## config.mk

```make
export PLATFORM = sky130hd
export DESIGN_NAME = ir_pulse_width_capture_core_flat
export DESIGN_NICKNAME = d
export VERILOG_FILES = /design/src/rtl/core/irpwc_pkg.sv /design/src/rtl/core/irpwc_if.sv /design/src/rtl/core/ir_pulse_width_capture_core.sv /design/src/flat_wrapper.sv
export SDC_FILE = /design/constraint.sdc
export NUM_CORES = 1
export LEC_CHECK = 0
export BUFFER_PORTS_ARGS = -buffer_cell sky130_fd_sc_hd__buf_4
export CAP_MARGIN = 20
export CORE_MARGIN = 2
export CORE_UTILIZATION = 60
export DETAILED_ROUTE_END_ITERATION = 10
export PLACE_DENSITY_LB_ADDON = 0.05
export SYNTH_ARGS = -nofsm -noshare
export SYNTH_HDL_FRONTEND = slang
export SYNTH_SLANG_ARGS = --single-unit
```

## constraint.sdc

```tcl
create_clock -name clk_i -period 9.2 [get_ports clk_i]
set_input_delay 1.38 -clock clk_i [delete_from_list [all_inputs] [get_ports clk_i]]
set_output_delay 1.38 -clock clk_i [all_outputs]
set_load 0.05 [all_outputs]
```

## src/rtl/core/irpwc_pkg.sv

```systemverilog
package irpwc_pkg;

  // Fixed field widths of the channels.
  localparam int unsigned TimeW  = 32;
  localparam int unsigned DurW   = 16;
  localparam int unsigned UnitW  = 8;
  localparam int unsigned ResW   = 8;

  // The dividend is a 16-bit duration plus half the resolution.
  localparam int unsigned NumW   = DurW + 1;
  localparam int unsigned StepW  = $clog2(NumW + 1);

  localparam int unsigned BufferDepthDefault = 32;
  localparam logic [ResW-1:0] ResolutionReset = 8'd50;

  localparam logic FuncSample = 1'b0;
  localparam logic FuncDrain  = 1'b1;

  typedef struct packed {
    logic             func;
    logic             pin_level;
    logic [TimeW-1:0] time_us;
  } in_item_t;

  typedef struct packed {
    logic [DurW-1:0] high_time_us;
    logic [DurW-1:0] low_time_us;
    logic            was_full;
    logic            last;
  } res_item_t;

endpackage

```

## src/rtl/core/irpwc_if.sv

```systemverilog
interface irpwc_in_if;
  import irpwc_pkg::*;

  logic     valid;
  logic     ready;
  in_item_t item;

  modport source (output valid, output item, input ready);
  modport sink (input valid, input item, output ready);
endinterface

interface irpwc_res_if;
  import irpwc_pkg::*;

  logic      valid;
  logic      ready;
  res_item_t item;

  modport source (output valid, output item, input ready);
  modport sink (input valid, input item, output ready);
endinterface

interface irpwc_cfg_if;
  import irpwc_pkg::*;

  logic            valid;
  logic            ready;
  logic [ResW-1:0] data;

  modport source (output valid, output data, input ready);
  modport sink (input valid, input data, output ready);
endinterface

```

## src/rtl/core/ir_pulse_width_capture_core.sv

```systemverilog
// Pulse-width capture for a remote-control receiver pin. Sample items carry the
// pin level and a microsecond timestamp; each level change is measured, rounded
// to units of the resolution register by a 17-step serial divider and kept in a
// pair memory of BUFFER_DEPTH entries. A sample at an unchanged level, or a
// rising edge that finds the memory full, is handled without the divider; any other sample
// runs the divider before the next item is taken. A drain item reads each
// stored pair from the memory and then moves it into the output register,
// where it waits while the sink stalls. The next item is taken while the last
// pair of a drain still waits in the output register. The resolution register
// may be written at any time the block is idle and resets to 50.
module ir_pulse_width_capture_core #(
  parameter int unsigned BUFFER_DEPTH = irpwc_pkg::BufferDepthDefault
) (
  input  logic               clk_i,
  input  logic               rst_ni,
  irpwc_in_if.sink           in_i,
  irpwc_res_if.source        res_o,
  irpwc_cfg_if.sink          cfg_i
);
  import irpwc_pkg::*;

  localparam int unsigned CntW  = $clog2(BUFFER_DEPTH + 1);
  localparam int unsigned AddrW = (BUFFER_DEPTH > 1) ? $clog2(BUFFER_DEPTH) : 1;

  localparam logic [1:0] StIdle = 2'd0;
  localparam logic [1:0] StDiv  = 2'd1;
  localparam logic [1:0] StRd   = 2'd2;
  localparam logic [1:0] StOut  = 2'd3;

  logic [1:0]            st_q, st_d;
  logic [ResW-1:0]       res_q;
  logic                  prev_level_q;
  logic [TimeW-1:0]      prev_time_q;
  logic [UnitW-1:0]      held_q, held_d;
  logic [CntW-1:0]       count_q, count_d;
  logic [CntW-1:0]       idx_q, idx_d;
  logic                  full_q, full_d;
  logic                  rise_q, rise_d;
  logic [StepW-1:0]      step_q, step_d;
  logic [NumW-1:0]       num_q, num_d;
  logic [UnitW-1:0]      rem_q, rem_d;
  logic                  out_valid_q, out_valid_d;
  res_item_t             out_q, out_d;

  logic [2*UnitW-1:0]    mem [BUFFER_DEPTH];
  logic [2*UnitW-1:0]    rd_data_q;
  logic                  mem_we;

  logic                  in_acc;
  logic                  edge_seen;
  logic [DurW-1:0]       dur;
  logic [ResW-1:0]       divisor;
  logic [UnitW:0]        trial;
  logic                  qbit;
  logic [UnitW-1:0]      units;
  logic                  buf_full;
  logic                  slot_free;
  logic                  last_pair;

  assign in_i.ready  = (st_q == StIdle);
  // The divider and the drain both use the resolution, so it only changes when idle.
  assign cfg_i.ready = (st_q == StIdle);
  assign in_acc      = in_i.valid && in_i.ready;
  assign edge_seen   = (in_i.item.pin_level != prev_level_q);
  assign buf_full    = (count_q == CntW'(BUFFER_DEPTH));

  // A wrapped timer measures one microsecond short, as the elapsed-time rule
  // subtracts from all ones rather than from two to the 32.
  assign dur = in_i.item.time_us[DurW-1:0] - prev_time_q[DurW-1:0]
             - DurW'(in_i.item.time_us < prev_time_q);

  assign divisor = (res_q == '0) ? ResW'(1) : res_q;

  // One restoring division step per cycle, quotient bits shift in at the bottom.
  assign trial = {rem_q, num_q[NumW-1]};
  assign qbit  = (trial >= {1'b0, divisor});
  assign units = num_d[UnitW-1:0];

  assign slot_free = !out_valid_q || res_o.ready;
  assign last_pair = ((idx_q + CntW'(1)) == count_q);

  assign res_o.valid = out_valid_q;
  assign res_o.item  = out_q;

  always_comb begin
    st_d        = st_q;
    held_d      = held_q;
    count_d     = count_q;
    idx_d       = idx_q;
    full_d      = full_q;
    rise_d      = rise_q;
    step_d      = step_q;
    num_d       = {num_q[NumW-2:0], qbit};
    rem_d       = qbit ? UnitW'(trial - {1'b0, divisor}) : trial[UnitW-1:0];
    out_valid_d = out_valid_q && !res_o.ready;
    out_d       = out_q;
    mem_we      = 1'b0;

    case (st_q)
      StIdle: begin
        num_d = NumW'(dur) + NumW'(res_q >> 1);
        rem_d = '0;
        if (in_acc) begin
          if (in_i.item.func == FuncDrain) begin
            idx_d  = '0;
            full_d = buf_full;
            if (count_q != '0) begin
              st_d = StRd;
            end
          end else if (edge_seen && !(in_i.item.pin_level && buf_full)) begin
            rise_d = in_i.item.pin_level;
            step_d = StepW'(NumW);
            st_d   = StDiv;
          end
        end
      end
      StDiv: begin
        step_d = step_q - StepW'(1);
        if (step_q == StepW'(1)) begin
          if (rise_q) begin
            mem_we  = 1'b1;
            count_d = count_q + CntW'(1);
          end else begin
            held_d = units;
          end
          st_d = StIdle;
        end
      end
      StRd: begin
        st_d = StOut;
      end
      StOut: begin
        if (slot_free) begin
          out_valid_d = 1'b1;
          out_d.high_time_us = {{(DurW-UnitW){1'b0}}, rd_data_q[2*UnitW-1:UnitW]}
                             * {{(DurW-ResW){1'b0}}, res_q};
          out_d.low_time_us  = {{(DurW-UnitW){1'b0}}, rd_data_q[UnitW-1:0]}
                             * {{(DurW-ResW){1'b0}}, res_q};
          out_d.was_full = full_q;
          out_d.last     = last_pair;
          idx_d          = idx_q + CntW'(1);
          if (last_pair) begin
            count_d = '0;
            st_d    = StIdle;
          end else begin
            st_d = StRd;
          end
        end
      end
      default: begin
        st_d = StIdle;
      end
    endcase
  end

  always_ff @(posedge clk_i or negedge rst_ni) begin
    if (!rst_ni) begin
      st_q         <= StIdle;
      res_q        <= ResolutionReset;
      prev_level_q <= 1'b0;
      prev_time_q  <= '0;
      held_q       <= '0;
      count_q      <= '0;
      idx_q        <= '0;
      full_q       <= 1'b0;
      rise_q       <= 1'b0;
      step_q       <= '0;
      out_valid_q  <= 1'b0;
    end else begin
      st_q        <= st_d;
      held_q      <= held_d;
      count_q     <= count_d;
      idx_q       <= idx_d;
      full_q      <= full_d;
      rise_q      <= rise_d;
      step_q      <= step_d;
      out_valid_q <= out_valid_d;
      if (cfg_i.valid && cfg_i.ready) begin
        res_q <= cfg_i.data;
      end
      if (in_acc && (in_i.item.func == FuncSample) && edge_seen) begin
        prev_level_q <= in_i.item.pin_level;
        prev_time_q  <= in_i.item.time_us;
      end
    end
  end

  always_ff @(posedge clk_i) begin
    num_q <= num_d;
    rem_q <= rem_d;
    out_q <= out_d;
  end

  // Pair memory: one write port for captured pairs, one registered read port
  // for the drain. The state machine never overlaps the two.
  always_ff @(posedge clk_i) begin
    if (mem_we) begin
      mem[count_q[AddrW-1:0]] <= {held_q, units};
    end
    rd_data_q <= mem[idx_q[AddrW-1:0]];
  end

  a_count_bound: assert property (@(posedge clk_i) disable iff (!rst_ni)
    count_q <= CntW'(BUFFER_DEPTH))
    else $error("pair count beyond buffer depth");

  a_div_steps: assert property (@(posedge clk_i) disable iff (!rst_ni)
    (st_q == StDiv) |-> (step_q != '0))
    else $error("divider running with no steps left");

  a_last_clears: assert property (@(posedge clk_i) disable iff (!rst_ni)
    (st_q == StOut && slot_free && last_pair) |=> (count_q == '0 && out_q.last))
    else $error("drain did not empty the buffer on its last item");

  a_out_source: assert property (@(posedge clk_i) disable iff (!rst_ni)
    $rose(out_valid_q) |-> ($past(st_q) == StOut))
    else $error("result item raised outside the drain output state");

  a_no_write_in_drain: assert property (@(posedge clk_i) disable iff (!rst_ni)
    (st_q == StRd || st_q == StOut) |-> !mem_we)
    else $error("pair memory written during a drain");

endmodule
```

## src/flat_wrapper.sv

```systemverilog
// flat-port wrapper written by rule: the top's interface ports become plain ports
module ir_pulse_width_capture_core_flat import irpwc_pkg::*;
#(
  parameter int unsigned BUFFER_DEPTH = irpwc_pkg::BufferDepthDefault
)
  (clk_i, rst_ni, in_i_valid, in_i_item, in_i_ready, res_o_valid, res_o_item, res_o_ready, cfg_i_valid, cfg_i_data, cfg_i_ready);
  irpwc_in_if in_i_i ();
  irpwc_res_if res_o_i ();
  irpwc_cfg_if cfg_i_i ();
  input  logic clk_i;
  input  logic rst_ni;
  input wire logic [$bits(in_i_i.valid)-1:0] in_i_valid;
  input wire logic [$bits(in_i_i.item)-1:0] in_i_item;
  output wire logic [$bits(in_i_i.ready)-1:0] in_i_ready;
  output wire logic [$bits(res_o_i.valid)-1:0] res_o_valid;
  output wire logic [$bits(res_o_i.item)-1:0] res_o_item;
  input wire logic [$bits(res_o_i.ready)-1:0] res_o_ready;
  input wire logic [$bits(cfg_i_i.valid)-1:0] cfg_i_valid;
  input wire logic [$bits(cfg_i_i.data)-1:0] cfg_i_data;
  output wire logic [$bits(cfg_i_i.ready)-1:0] cfg_i_ready;
  assign in_i_i.valid = in_i_valid;
  assign in_i_i.item = in_i_item;
  assign in_i_ready = in_i_i.ready;
  assign res_o_valid = res_o_i.valid;
  assign res_o_item = res_o_i.item;
  assign res_o_i.ready = res_o_ready;
  assign cfg_i_i.valid = cfg_i_valid;
  assign cfg_i_i.data = cfg_i_data;
  assign cfg_i_ready = cfg_i_i.ready;
  ir_pulse_width_capture_core #(.BUFFER_DEPTH(BUFFER_DEPTH)) u_core (.clk_i(clk_i), .rst_ni(rst_ni), .in_i(in_i_i), .res_o(res_o_i), .cfg_i(cfg_i_i));
endmodule
```

==> results of run 1 <==
-- worst max-delay path, stage by stage --
cell and delay [ns]:
buf_4 0.11, ha_1 0.28, and4_1 0.21, nand3_1 0.12, nor2_1 0.16, nand4_1 0.15, or4_1 0.52, nor3_1 0.21
o31ai_1 0.09, and4_1 0.23, fa_1 0.47, inv_1 0.08, ha_1 0.17, nor2_1 0.06, fa_1 0.39, nand2_1 0.13
a31o_1 0.21, a21oi_1 0.10, xnor2_1 0.24, ha_1 0.30, a21oi_1 0.20, nand2_1 0.08, a21o_1 0.24, xnor2_1 0.34
o21ai_2 0.15, buf_8 0.22
-- worst paths after layout --
check,endpoint
hold / removal,u_core.num_q[12]
hold reg to reg,u_core.num_q[12]
setup / recovery,u_core.mem[16][7]
max in group asynchronous,u_core.idx_q[0]
setup reg to reg,u_core.mem[16][7]
min in group asynchronous,u_core.res_q[0]
-- flip-flops by register name (all words and copies together) (netlist names) --
signal,flops
u_core.res_o.valid,1
u_core.rd_data_q,16
u_core.rem_q,8
u_core.mem,512
u_core.prev_time_q,32
u_core.full_q,1
u_core.prev_level_q,1
u_core.held_q,8
u_core.st_q,2
u_core.step_q,5
u_core.num_q,17
u_core.res_q,8
u_core.rise_q,1
u_core.idx_q,6
u_core.res_o.item,34
u_core.count_q,6
-- per-layer routing --
| layer | vias to the layer above | global-route usage | wire, um | share of wire |
|---|---|---|---|---|
| li1 | 7741 | - | - | - |
| met1 | 8876 | 0.3462 | 27170 | 0.41 |
| met2 | 531 | 0.4331 | 33370 | 0.50 |
| met3 | 100 | 0.04167 | 4193 | 0.063 |
| met4 | 0 | 0.07006 | 1516 | 0.023 |
| met5 | - | 0 | 0 | 0 |
-- power breakdown --
| part | internal (mW) | switching (mW) |
|---|---|---|
| registers | 4.00 | 0.423 |
| logic | 3.19 | 3.97 |
| clock network | 1.61 | 1.14 |
| total | 8.81 | 5.53 |
-- kinds of logic (layout without fill, tap and decap cells) --
family / Yosys count / in the layout
DFF: 658 / 658
muxes: 208 / 208
adders and majority gates: 230 / 230
and+or+nand+nor: 389 / 389
xor gates and xnor gates: 70 / 70
buffers and inverters: 262 / 449
AOI/OAI and AO/OA: 200 / 200
-- area by class of cell --
type	instances	share of cell area
multi-input combinational	1097	0.3233
sequential	658	0.5380
timing repair buffer	134	0.03046
inverter	190	0.02019
tap	680	0.02408
clock inverter	38	0.01123
clock buffer	87	0.05280
-- through the flow --
stage	hold slack, ns	util	instances	setup WS, ns	power [mW]
4_1_cts	0.4280	0.6836	2878	2.220	14.44
5_1_grt	0.4540	0.6859	2884	2.263	15.45
2_1_floorplan	0.4014	-	2017	1.829	9.896
3_3_place_gp	0.4062	0.6397	2753	1.873	11.45
6_report	0.4265	0.6859	2884	2.684	14.34
3_5_place_dp	0.4142	0.6397	2753	1.581	11.63
-- placed cells by master, fill, tap and decap left out, types with 7 or more instances in the layout --
| cell | n |
|---|---|
| or2_2 | 8 |
| xnor2_1 | 45 |
| nand4_1 | 13 |
| nor2b_1 | 13 |
| a21o_1 | 14 |
| mux2_2 | 44 |
| xor2_1 | 24 |
| o21ai_2 | 7 |
| inv_1 | 190 |
| fa_1 | 76 |
| clkbuf_1 | 12 |
| ha_1 | 154 |
| edfxtp_1 | 546 |
| nor2_1 | 68 |
| buf_4 | 128 |
| dfxtp_1 | 41 |
| clkbuf_16 | 70 |
| o21ai_0 | 63 |
| o21a_1 | 7 |
| dfrtp_1 | 65 |
| clkinv_2 | 11 |
| nand2b_1 | 8 |
| clkinv_1 | 16 |
| o31ai_1 | 11 |
| a21oi_1 | 51 |
| mux4_2 | 160 |
| nand2_1 | 139 |
| and2_1 | 74 |
| nand3_1 | 24 |
| nor3_1 | 7 |
==> flow_metrics.tcl, run 1 <==
set metrics [dict create \
    critPathLaunchType "input pin" \
    timing.rr.start "u_core.prev_time_q[25]" \
    grt_pass1_vias 17630 \
    viasPerCell 5.981 \
    grt_max_degree 71 \
    die_w_um 232.8 \
    synth_xor_area_frac 0.01976 \
    diodes 0 \
    drt_iter0_markers 1437 \
    avgRoutedWirePerCell_um 22.97 \
    syn_inst 2017 \
    rsz0062_at_grt "false" \
    status "finished, final reports clean" \
    dpl-instance-area_mm2 0.03295 \
    slew_violations 0 \
    ir_worst_vdd_v 0.0005021 \
    synth_commonest_cells "edfxtp_1, inv_1, mux4_2" \
    num_rows 83 \
    dieArea_mm2 0.05419 \
    ys_types 72 \
    routed_wl_um 66250 \
    io_buffers 83 \
    drc 0 \
    post-route-period-util 0.7083 \
    async_flop_share 0.1079 \
    p_leak_nw 13.43 \
    place_hpwl_um 40350 \
    muxShareOfSynthArea 0.1318 \
    power.density_mw_per_mm2 405.9 \
    cts_tree "yes" \
    htree_levels 3 \
    antenna_left 0 \
    end_kind "register" \
    maxSlewHeadroom 0.2957 \
    synthSimpleGateAreaFrac 0.06171 \
    path_max_fanout 30 \
    fillers 3481 \
    hold_path_startpoint "u_core.num_q[11]" \
    antenna_found_initial 1 \
    syn_area_mm2 0.03141 \
    seq_area_mm2 0.01901 \
    setup_tns_ns 0 \
    grt_usage 0.2554 \
    grt_pass1_wl_um 102400 \
    multi_input_area_mm2 0.01142 \
    fin_skew_ns 0.02465 \
    fmax_mhz 153.5 \
    synth_seq_area_share 0.6049 \
    ys_seq_elements 658 \
    vias 17250 \
    clock_sinks 658 \
    r2r_cells 26 \
    clk_pin_slew_ns 0.06 \
    yosysTopAreaCellShare 0.5220 \
    syn_area_per_cell_um2 15.57 \
    criticalPathCategory "in -> reg" \
    post_cts_resized 0 \
    die_height_um 232.8 \
    dr.pass1.iters 6 \
    postCtsHoldBufs 0 \
    synth_top_family_by_area "multiplexers" \
    yosysMostFrequentCell "edfxtp_1" \
    fin_crit_ns 6.516 \
    hold_class "reg -> reg" \
    hold_depth 2 \
    synth_top_flop_cell "edfxtp_1" \
    post-cts-setup-buffers 0 \
    fin_area_mm2 0.03533 \
    yosys-top-cells-area "edfxtp_1, mux4_2, ha_1" \
    synth_edf_count 546 \
    gp_congestion 0.8153 \
    startpoint "in_i_item[25]" \
    setup_viol 0 \
    arrival_ns 6.86 \
    worst_pin_slew_ns 1.056 \
    boundaryPins 84 \
    crit_required_ns 9.55 \
    gr-total-overflow 0 \
    drv_cap 0 \
    numCtsBuffers 68 \
    reg2reg_slack_ns 3.18 \
    synth_compound_area_frac 0.03968 \
    root_buffer "clkbuf_16" \
    core-area_mm2 0.05151 \
    hold_viol 0 \
    initial_core_util 0.6097 \
    drive_gt1_frac 0.2155 \
    synth_nets 2294 \
    synthAdderAreaFrac 0.1098 \
    syn2layout_area_growth_pct 12.49 \
    synth_top_cell_by_area "edfxtp_1" \
    yosysWarnings 0 \
    layout.nets 2426 \
    ctsLongestPathBuffers 3 \
    insertion_delay_ns 0.61 \
]
No activity file was read; power rests on OpenSTA's default activity.
==> run 2, diff against run 1 <==
--- a/config.mk
+++ b/config.mk
@@ -8,7 +8,7 @@
 export BUFFER_PORTS_ARGS = -buffer_cell sky130_fd_sc_hd__buf_4
 export CAP_MARGIN = 20
 export CORE_MARGIN = 2
-export CORE_UTILIZATION = 60
+export CORE_UTILIZATION = 57
 export DETAILED_ROUTE_END_ITERATION = 10
 export PLACE_DENSITY_LB_ADDON = 0.05
 export SYNTH_ARGS = -nofsm -noshare
==> constraint.sdc (replaced) <==
create_clock -name clk_i -period 5.5 [get_ports clk_i]
set_input_delay 0.825 -clock clk_i [delete_from_list [all_inputs] [get_ports clk_i]]
set_output_delay 0.825 -clock clk_i [all_outputs]
set_load 0.05 [all_outputs]
==> flow_metrics.tcl, run 2 (synthesis results as in run 1) <==
set metrics [dict create \
    path_max_fanout 7 \
    boundaryPins 84 \
    antenna_left 0 \
    drt_iter0_markers 1305 \
    setup_viol 36 \
    post-route-period-util 1.020 \
    fmax_mhz 178.2 \
    critPathMaxStageDelay_ns 0.56 \
    num_rows 86 \
    htree_levels 3 \
    place_hpwl_um 42120 \
    dieArea_mm2 0.05699 \
    diodes 0 \
    crit_path_top_delay_cell "fa_1" \
    io_buffers 83 \
    insertion_delay_ns 0.62 \
    vias 17480 \
    die_w_um 238.7 \
    fillers 3737 \
    antenna_found_initial 0 \
    crit_family "adder cells" \
    setup_ws_ns -0.1118 \
    largest_reg_flops 512 \
    layout_common_cells "edfxtp_1, inv_1, buf_4" \
    viasPerCell 5.863 \
    clock_sinks 658 \
    arrival_ns 6.10 \
    clk_pin_slew_ns 0.06 \
    criticalPathCategory "reg -> reg" \
    slew_violations 0 \
    drc 0 \
    hold_viol 0 \
    syn2layout_area_growth_pct 16.07 \
    gp_congestion 0.8366 \
    initial_core_util 0.5734 \
    cts_tree "yes" \
    core-area_mm2 0.05477 \
    maxSlewHeadroom 0.2647 \
    crit_required_ns 5.98 \
    grt_usage 0.2481 \
    rsz0062_at_grt "true" \
    root_buffer "clkbuf_16" \
    grt_max_degree 72 \
    drv_cap 0 \
    postCtsHoldBufs 0 \
    critPathLaunchType "register" \
    gr-total-overflow 0 \
    drive_gt1_frac 0.2568 \
    grt_pass1_vias 17890 \
    layout.nets 2498 \
    fin_crit_ns 5.612 \
    hold_class "in -> async" \
    grt_pass1_wl_um 104900 \
    end_kind "register" \
    violations "negative setup slack" \
    fin_skew_ns 0.02455 \
    worst_pin_slew_ns 1.103 \
    ctsLongestPathBuffers 3 \
    worstPathBufferInverterCount 3 \
    final_util 0.6656 \
    avgRoutedWirePerCell_um 23.08 \
    layout_commonest_cell "edfxtp_1" \
    die_height_um 238.7 \
    routed_wl_um 68810 \
    path_cells "inv_2 -> ha_4 -> and4_4 -> nand3_4 -> nor2_4 -> nand4_1 -> or4_4 -> a21oi_4 -> a2111oi_2 -> and4_4 -> fa_1 -> ha_2 -> nor2_2 -> fa_2 -> inv_1 -> fa_2 -> a21o_1 -> a21oi_2 -> nor2b_1 -> o21a_1 -> nor2_2 -> xor2_2 -> o21ai_4 -> clkbuf_16" \
    status "finished with violations" \
    dr.pass1.iters 5 \
    numCtsBuffers 69 \
]
==> run 2: cell count changes in the layout (fill, tap and decap cells not counted), sizes merged <==
cell | previous run | this run
clkinvlp | 0 | 4
o21ai | 75 | 76
clkbuf | 87 | 93
clkinv | 31 | 27
buf | 134 | 201
==> run 2: worst paths after layout <==
path | start | endpoint | slack [ns] | cells after the start
max in group asynchronous | rst_ni | u_core.res_q[5] | 4.72 | 2
worst max-delay path | u_core.prev_time_q[26] | u_core.mem[28][6] | -0.11 | 24
worst min register to register | u_core.num_q[8] | u_core.num_q[9] | 0.43 | 2
min in group clk_i | u_core.num_q[8] | u_core.num_q[9] | 0.43 | 2
worst max register to register | u_core.prev_time_q[26] | u_core.mem[28][6] | -0.11 | 24
worst min-delay path | rst_ni | u_core.prev_time_q[13] | 0.16 | 1
==> run 2: metrics by stage <==
| stage | setup slack, ns | TNS [ns] | std cells | hold WS [ns] | cell area [um2] |
|---|---|---|---|---|---|
| after global placement | -0.5918 | -53.16 | 2830 | 0.4071 | 33560 |
| after global routing | -0.3603 | -26.05 | 2982 | 0.1595 | 36460 |
| after CTS | 0.02010 | 0 | 2967 | 0.4116 | 36020 |
| after floorplan | 0.01013 | 0 | 2017 | 0.4014 | 31480 |
| after detailed placement | -0.8906 | -91.64 | 2830 | 0.4130 | 33560 |
| final | -0.1118 | -2.730 | 2982 | 0.1595 | 36460 |
==> run 2: metal layers <==
layer,global-route usage,routed length [um]
met5,0,0
met4,0.07348,1882
met1,0.3456,28640
met3,0.03903,4165
met2,0.4091,34130
==> run 2: cell type report <==
cell class,count,area (um2),area share
multi-input combinational,1098,11710,0.3211
clock inverter,38,416.7,0.01143
tap,704,880.8,0.02416
timing repair buffer,204,1846,0.05062
sequential,658,19010,0.5213
inverter,190,713.2,0.01956
clock buffer,90,1888,0.05179
==> run 2: what timing repair did <==
| action | 4_1_cts | 5_1_grt |
|---|---|---|
| pin swaps | 7 | 26 |
| gates cloned | 1 | 4 |
| endpoints found under the hold margin | 0 | 0 |
| resized for setup | 11 | 29 |
| buffers inserted | 8 | 7 |
| endpoints found under the setup margin | 65 | 110 |
==> run 2: worst register-to-register path: stages (launching register included) <==
cell and delay [ns]:
dfrtp_1 0.37, inv_2 0.05, ha_4 0.26, and4_4 0.23, nand3_4 0.08, nor2_4 0.11
nand4_1 0.15, or4_4 0.55, a21oi_4 0.15, a2111oi_2 0.07, and4_4 0.20, fa_1 0.56
ha_2 0.20, nor2_2 0.05, fa_2 0.51, inv_1 0.06, fa_2 0.34, a21o_1 0.20
a21oi_2 0.17, nor2b_1 0.06, o21a_1 0.21, nor2_2 0.15, xor2_2 0.12, o21ai_4 0.42
clkbuf_16 0.24
Power of run 2 is not shown: default switching activity piles up to over one toggle a cycle in this logic, so the estimate is an artifact.
==> run 3, diff against run 2 <==
--- a/config.mk
+++ b/config.mk
@@ -10,7 +10,7 @@
 export CORE_MARGIN = 2
 export CORE_UTILIZATION = 57
 export DETAILED_ROUTE_END_ITERATION = 10
-export PLACE_DENSITY_LB_ADDON = 0.05
+export PLACE_DENSITY = 0.77
 export SYNTH_ARGS = -nofsm -noshare
 export SYNTH_HDL_FRONTEND = slang
 export SYNTH_SLANG_ARGS = --single-unit
==> flow_metrics.tcl, run 3 (synthesis results as in run 1) <==
set metrics [dict create \
    status "finished, final reports clean" \
    cts_tree "yes" \
    routed_wl_um 69820 \
    dpl-instance-area_mm2 0.03347 \
    fmax_mhz 183.1 \
    syn2layout_area_growth_pct 15.03 \
    grt_pass1_wl_um 106400 \
    setup_viol 0 \
    fin_area_mm2 0.03613 \
    hold_viol 0 \
    worstPathBufferInverterCount 3 \
    drc 0 \
    viasPerCell 6.065 \
    antenna_left 0 \
    ctsLongestPathBuffers 3 \
    avgRoutedWirePerCell_um 23.60 \
    clock_sinks 658 \
    maxSlewHeadroom 0.2824 \
    gr-total-overflow 0 \
    slew_violations 0 \
    io_buffers 83 \
    die_height_um 238.7 \
    place_inst 2816 \
    criticalPathCategory "reg -> reg" \
    layout_common_cells "edfxtp_1, inv_1, buf_4" \
    largest_reg_flops 512 \
    crit_path_top_delay_cell "fa_2" \
    drt_iter0_markers 1531 \
    initial_core_util 0.5734 \
    p_sw_mw 9.620 \
    rsz0062_at_grt "true" \
    numCtsBuffers 69 \
    worst_pin_slew_ns 1.076 \
    fin_skew_ns 0.02475 \
    num_rows 86 \
    grt_pass1_vias 18250 \
    post-route-period-util 0.9932 \
    power.density_mw_per_mm2 691.9 \
    clk_pin_slew_ns 0.06 \
    path_max_fanout 12 \
    grt_usage 0.2487 \
    dieArea_mm2 0.05699 \
    arrival_ns 5.95 \
    ir_worst_vdd_v 0.0009860 \
    pwr-share-clk 0.186 \
    drive_gt1_frac 0.2467 \
    crit_required_ns 5.98 \
    postCtsHoldBufs 0 \
    dr.pass1.iters 6 \
    core-area_mm2 0.05477 \
    place_hpwl_um 41220 \
    critPathMaxStageDelay_ns 0.54 \
    insertion_delay_ns 0.62 \
    end_kind "register" \
    htree_levels 3 \
    layout_commonest_cell "edfxtp_1" \
    boundaryPins 84 \
    hold_class "in -> async" \
    fin_crit_ns 5.463 \
    vias 17940 \
    layout.nets 2476 \
    gp_congestion 0.8336 \
    grt_max_degree 72 \
    final_cells 2958 \
    antenna_found_initial 3 \
    crit_family "adder cells" \
    p_leak_nw 13.79 \
    critPathLaunchType "register" \
    fillers 3596 \
    drv_cap 0 \
    p_comb_frac 0.513 \
    root_buffer "clkbuf_16" \
    die_w_um 238.7 \
    diodes 0 \
    seq_power_share 0.301 \
    internal-power_mw 15.38 \
    path_cells "inv_2 -> ha_4 -> and4_1 -> nand3_2 -> nor2_4 -> nand4_1 -> or4_4 -> a21oi_2 -> a2111oi_2 -> and4_1 -> fa_1 -> ha_2 -> nor2_4 -> fa_2 -> inv_2 -> fa_2 -> a21o_1 -> a21oi_2 -> nor2b_1 -> o21a_1 -> nor2_2 -> xor2_2 -> o21ai_4 -> clkbuf_16" \
    switching_share 0.3848 \
]
## run 3: metal layers
layer | part of all wire | GRT usage | up-vias
met5 | 0 | 0 | -
met4 | 0.027 | 0.09167 | 0
met3 | 0.073 | 0.03580 | 119
met2 | 0.51 | 0.4118 | 782
met1 | 0.39 | 0.3394 | 9198
li1 | - | - | 7842
## run 3: path summary, 6_finish.rpt
kind / startpoint / endpoint / slack [ns] / depth (start not counted)
worst min register to register: u_core.num_q[11] / u_core.num_q[12] / 0.43 / 2
worst min-delay path: rst_ni / u_core.prev_time_q[11] / 0.07 / 1
worst max register to register: u_core.prev_time_q[26] / u_core.mem[25][6] / 0.04 / 24
min in group clk_i: cfg_i_data[3] / u_core.res_q[3] / 0.43 / 3
max in group asynchronous: rst_ni / u_core.res_q[4] / 4.82 / 2
worst max-delay path: u_core.prev_time_q[26] / u_core.mem[25][6] / 0.04 / 24
## run 3: timing repair
action                                  CTS  global route
endpoints found under the setup margin   63            75
cloned                                    1             3
pin swaps                                 6            11
resized for setup                         9            23
setup buffers                             2             6
## run 3: cell type report
| type | count | area [um2] | area share |
|---|---|---|---|
| clock buffers | 94 | 1913 | 0.05295 |
| clock inverters | 32 | 332.8 | 0.009212 |
| inverters | 190 | 713.2 | 0.01974 |
| multi-input cells | 1097 | 11640 | 0.3221 |
| flip-flops and latches | 658 | 19010 | 0.5261 |
| well taps | 704 | 880.8 | 0.02438 |
| repair buffers | 183 | 1643 | 0.04547 |
## run 3: per-stage QoR
step	power [mW]	hold slack [ns]	util	TNS, ns	setup WS (ns)
after floorplan	16.66	0.4014	-	0	0.01013
after global placement	19.56	0.4068	0.6111	-31.36	-0.3732
after detailed placement	19.91	0.4206	0.6111	-67.49	-0.5811
after CTS	24.85	0.3938	0.6534	0	0.002444
after global routing	26.86	0.06177	0.6596	-7.693	-0.1813
final	25.00	0.07179	0.6596	0	0.03718
## run 3: power by group through the flow
| stage | combinational [mW] | sequential, mW | clock [mW] |
|---|---|---|---|
| 6_report | 12.8 | 7.53 | 4.65 |
| 5_1_grt | 14.3 | 7.62 | 4.92 |
| 4_1_cts | 12.6 | 7.54 | 4.72 |
| 3_5_place_dp | 12.3 | 7.63 | 0 |
| 3_3_place_gp | 11.9 | 7.61 | 0 |
| 2_1_floorplan | 9.11 | 7.55 | 0 |
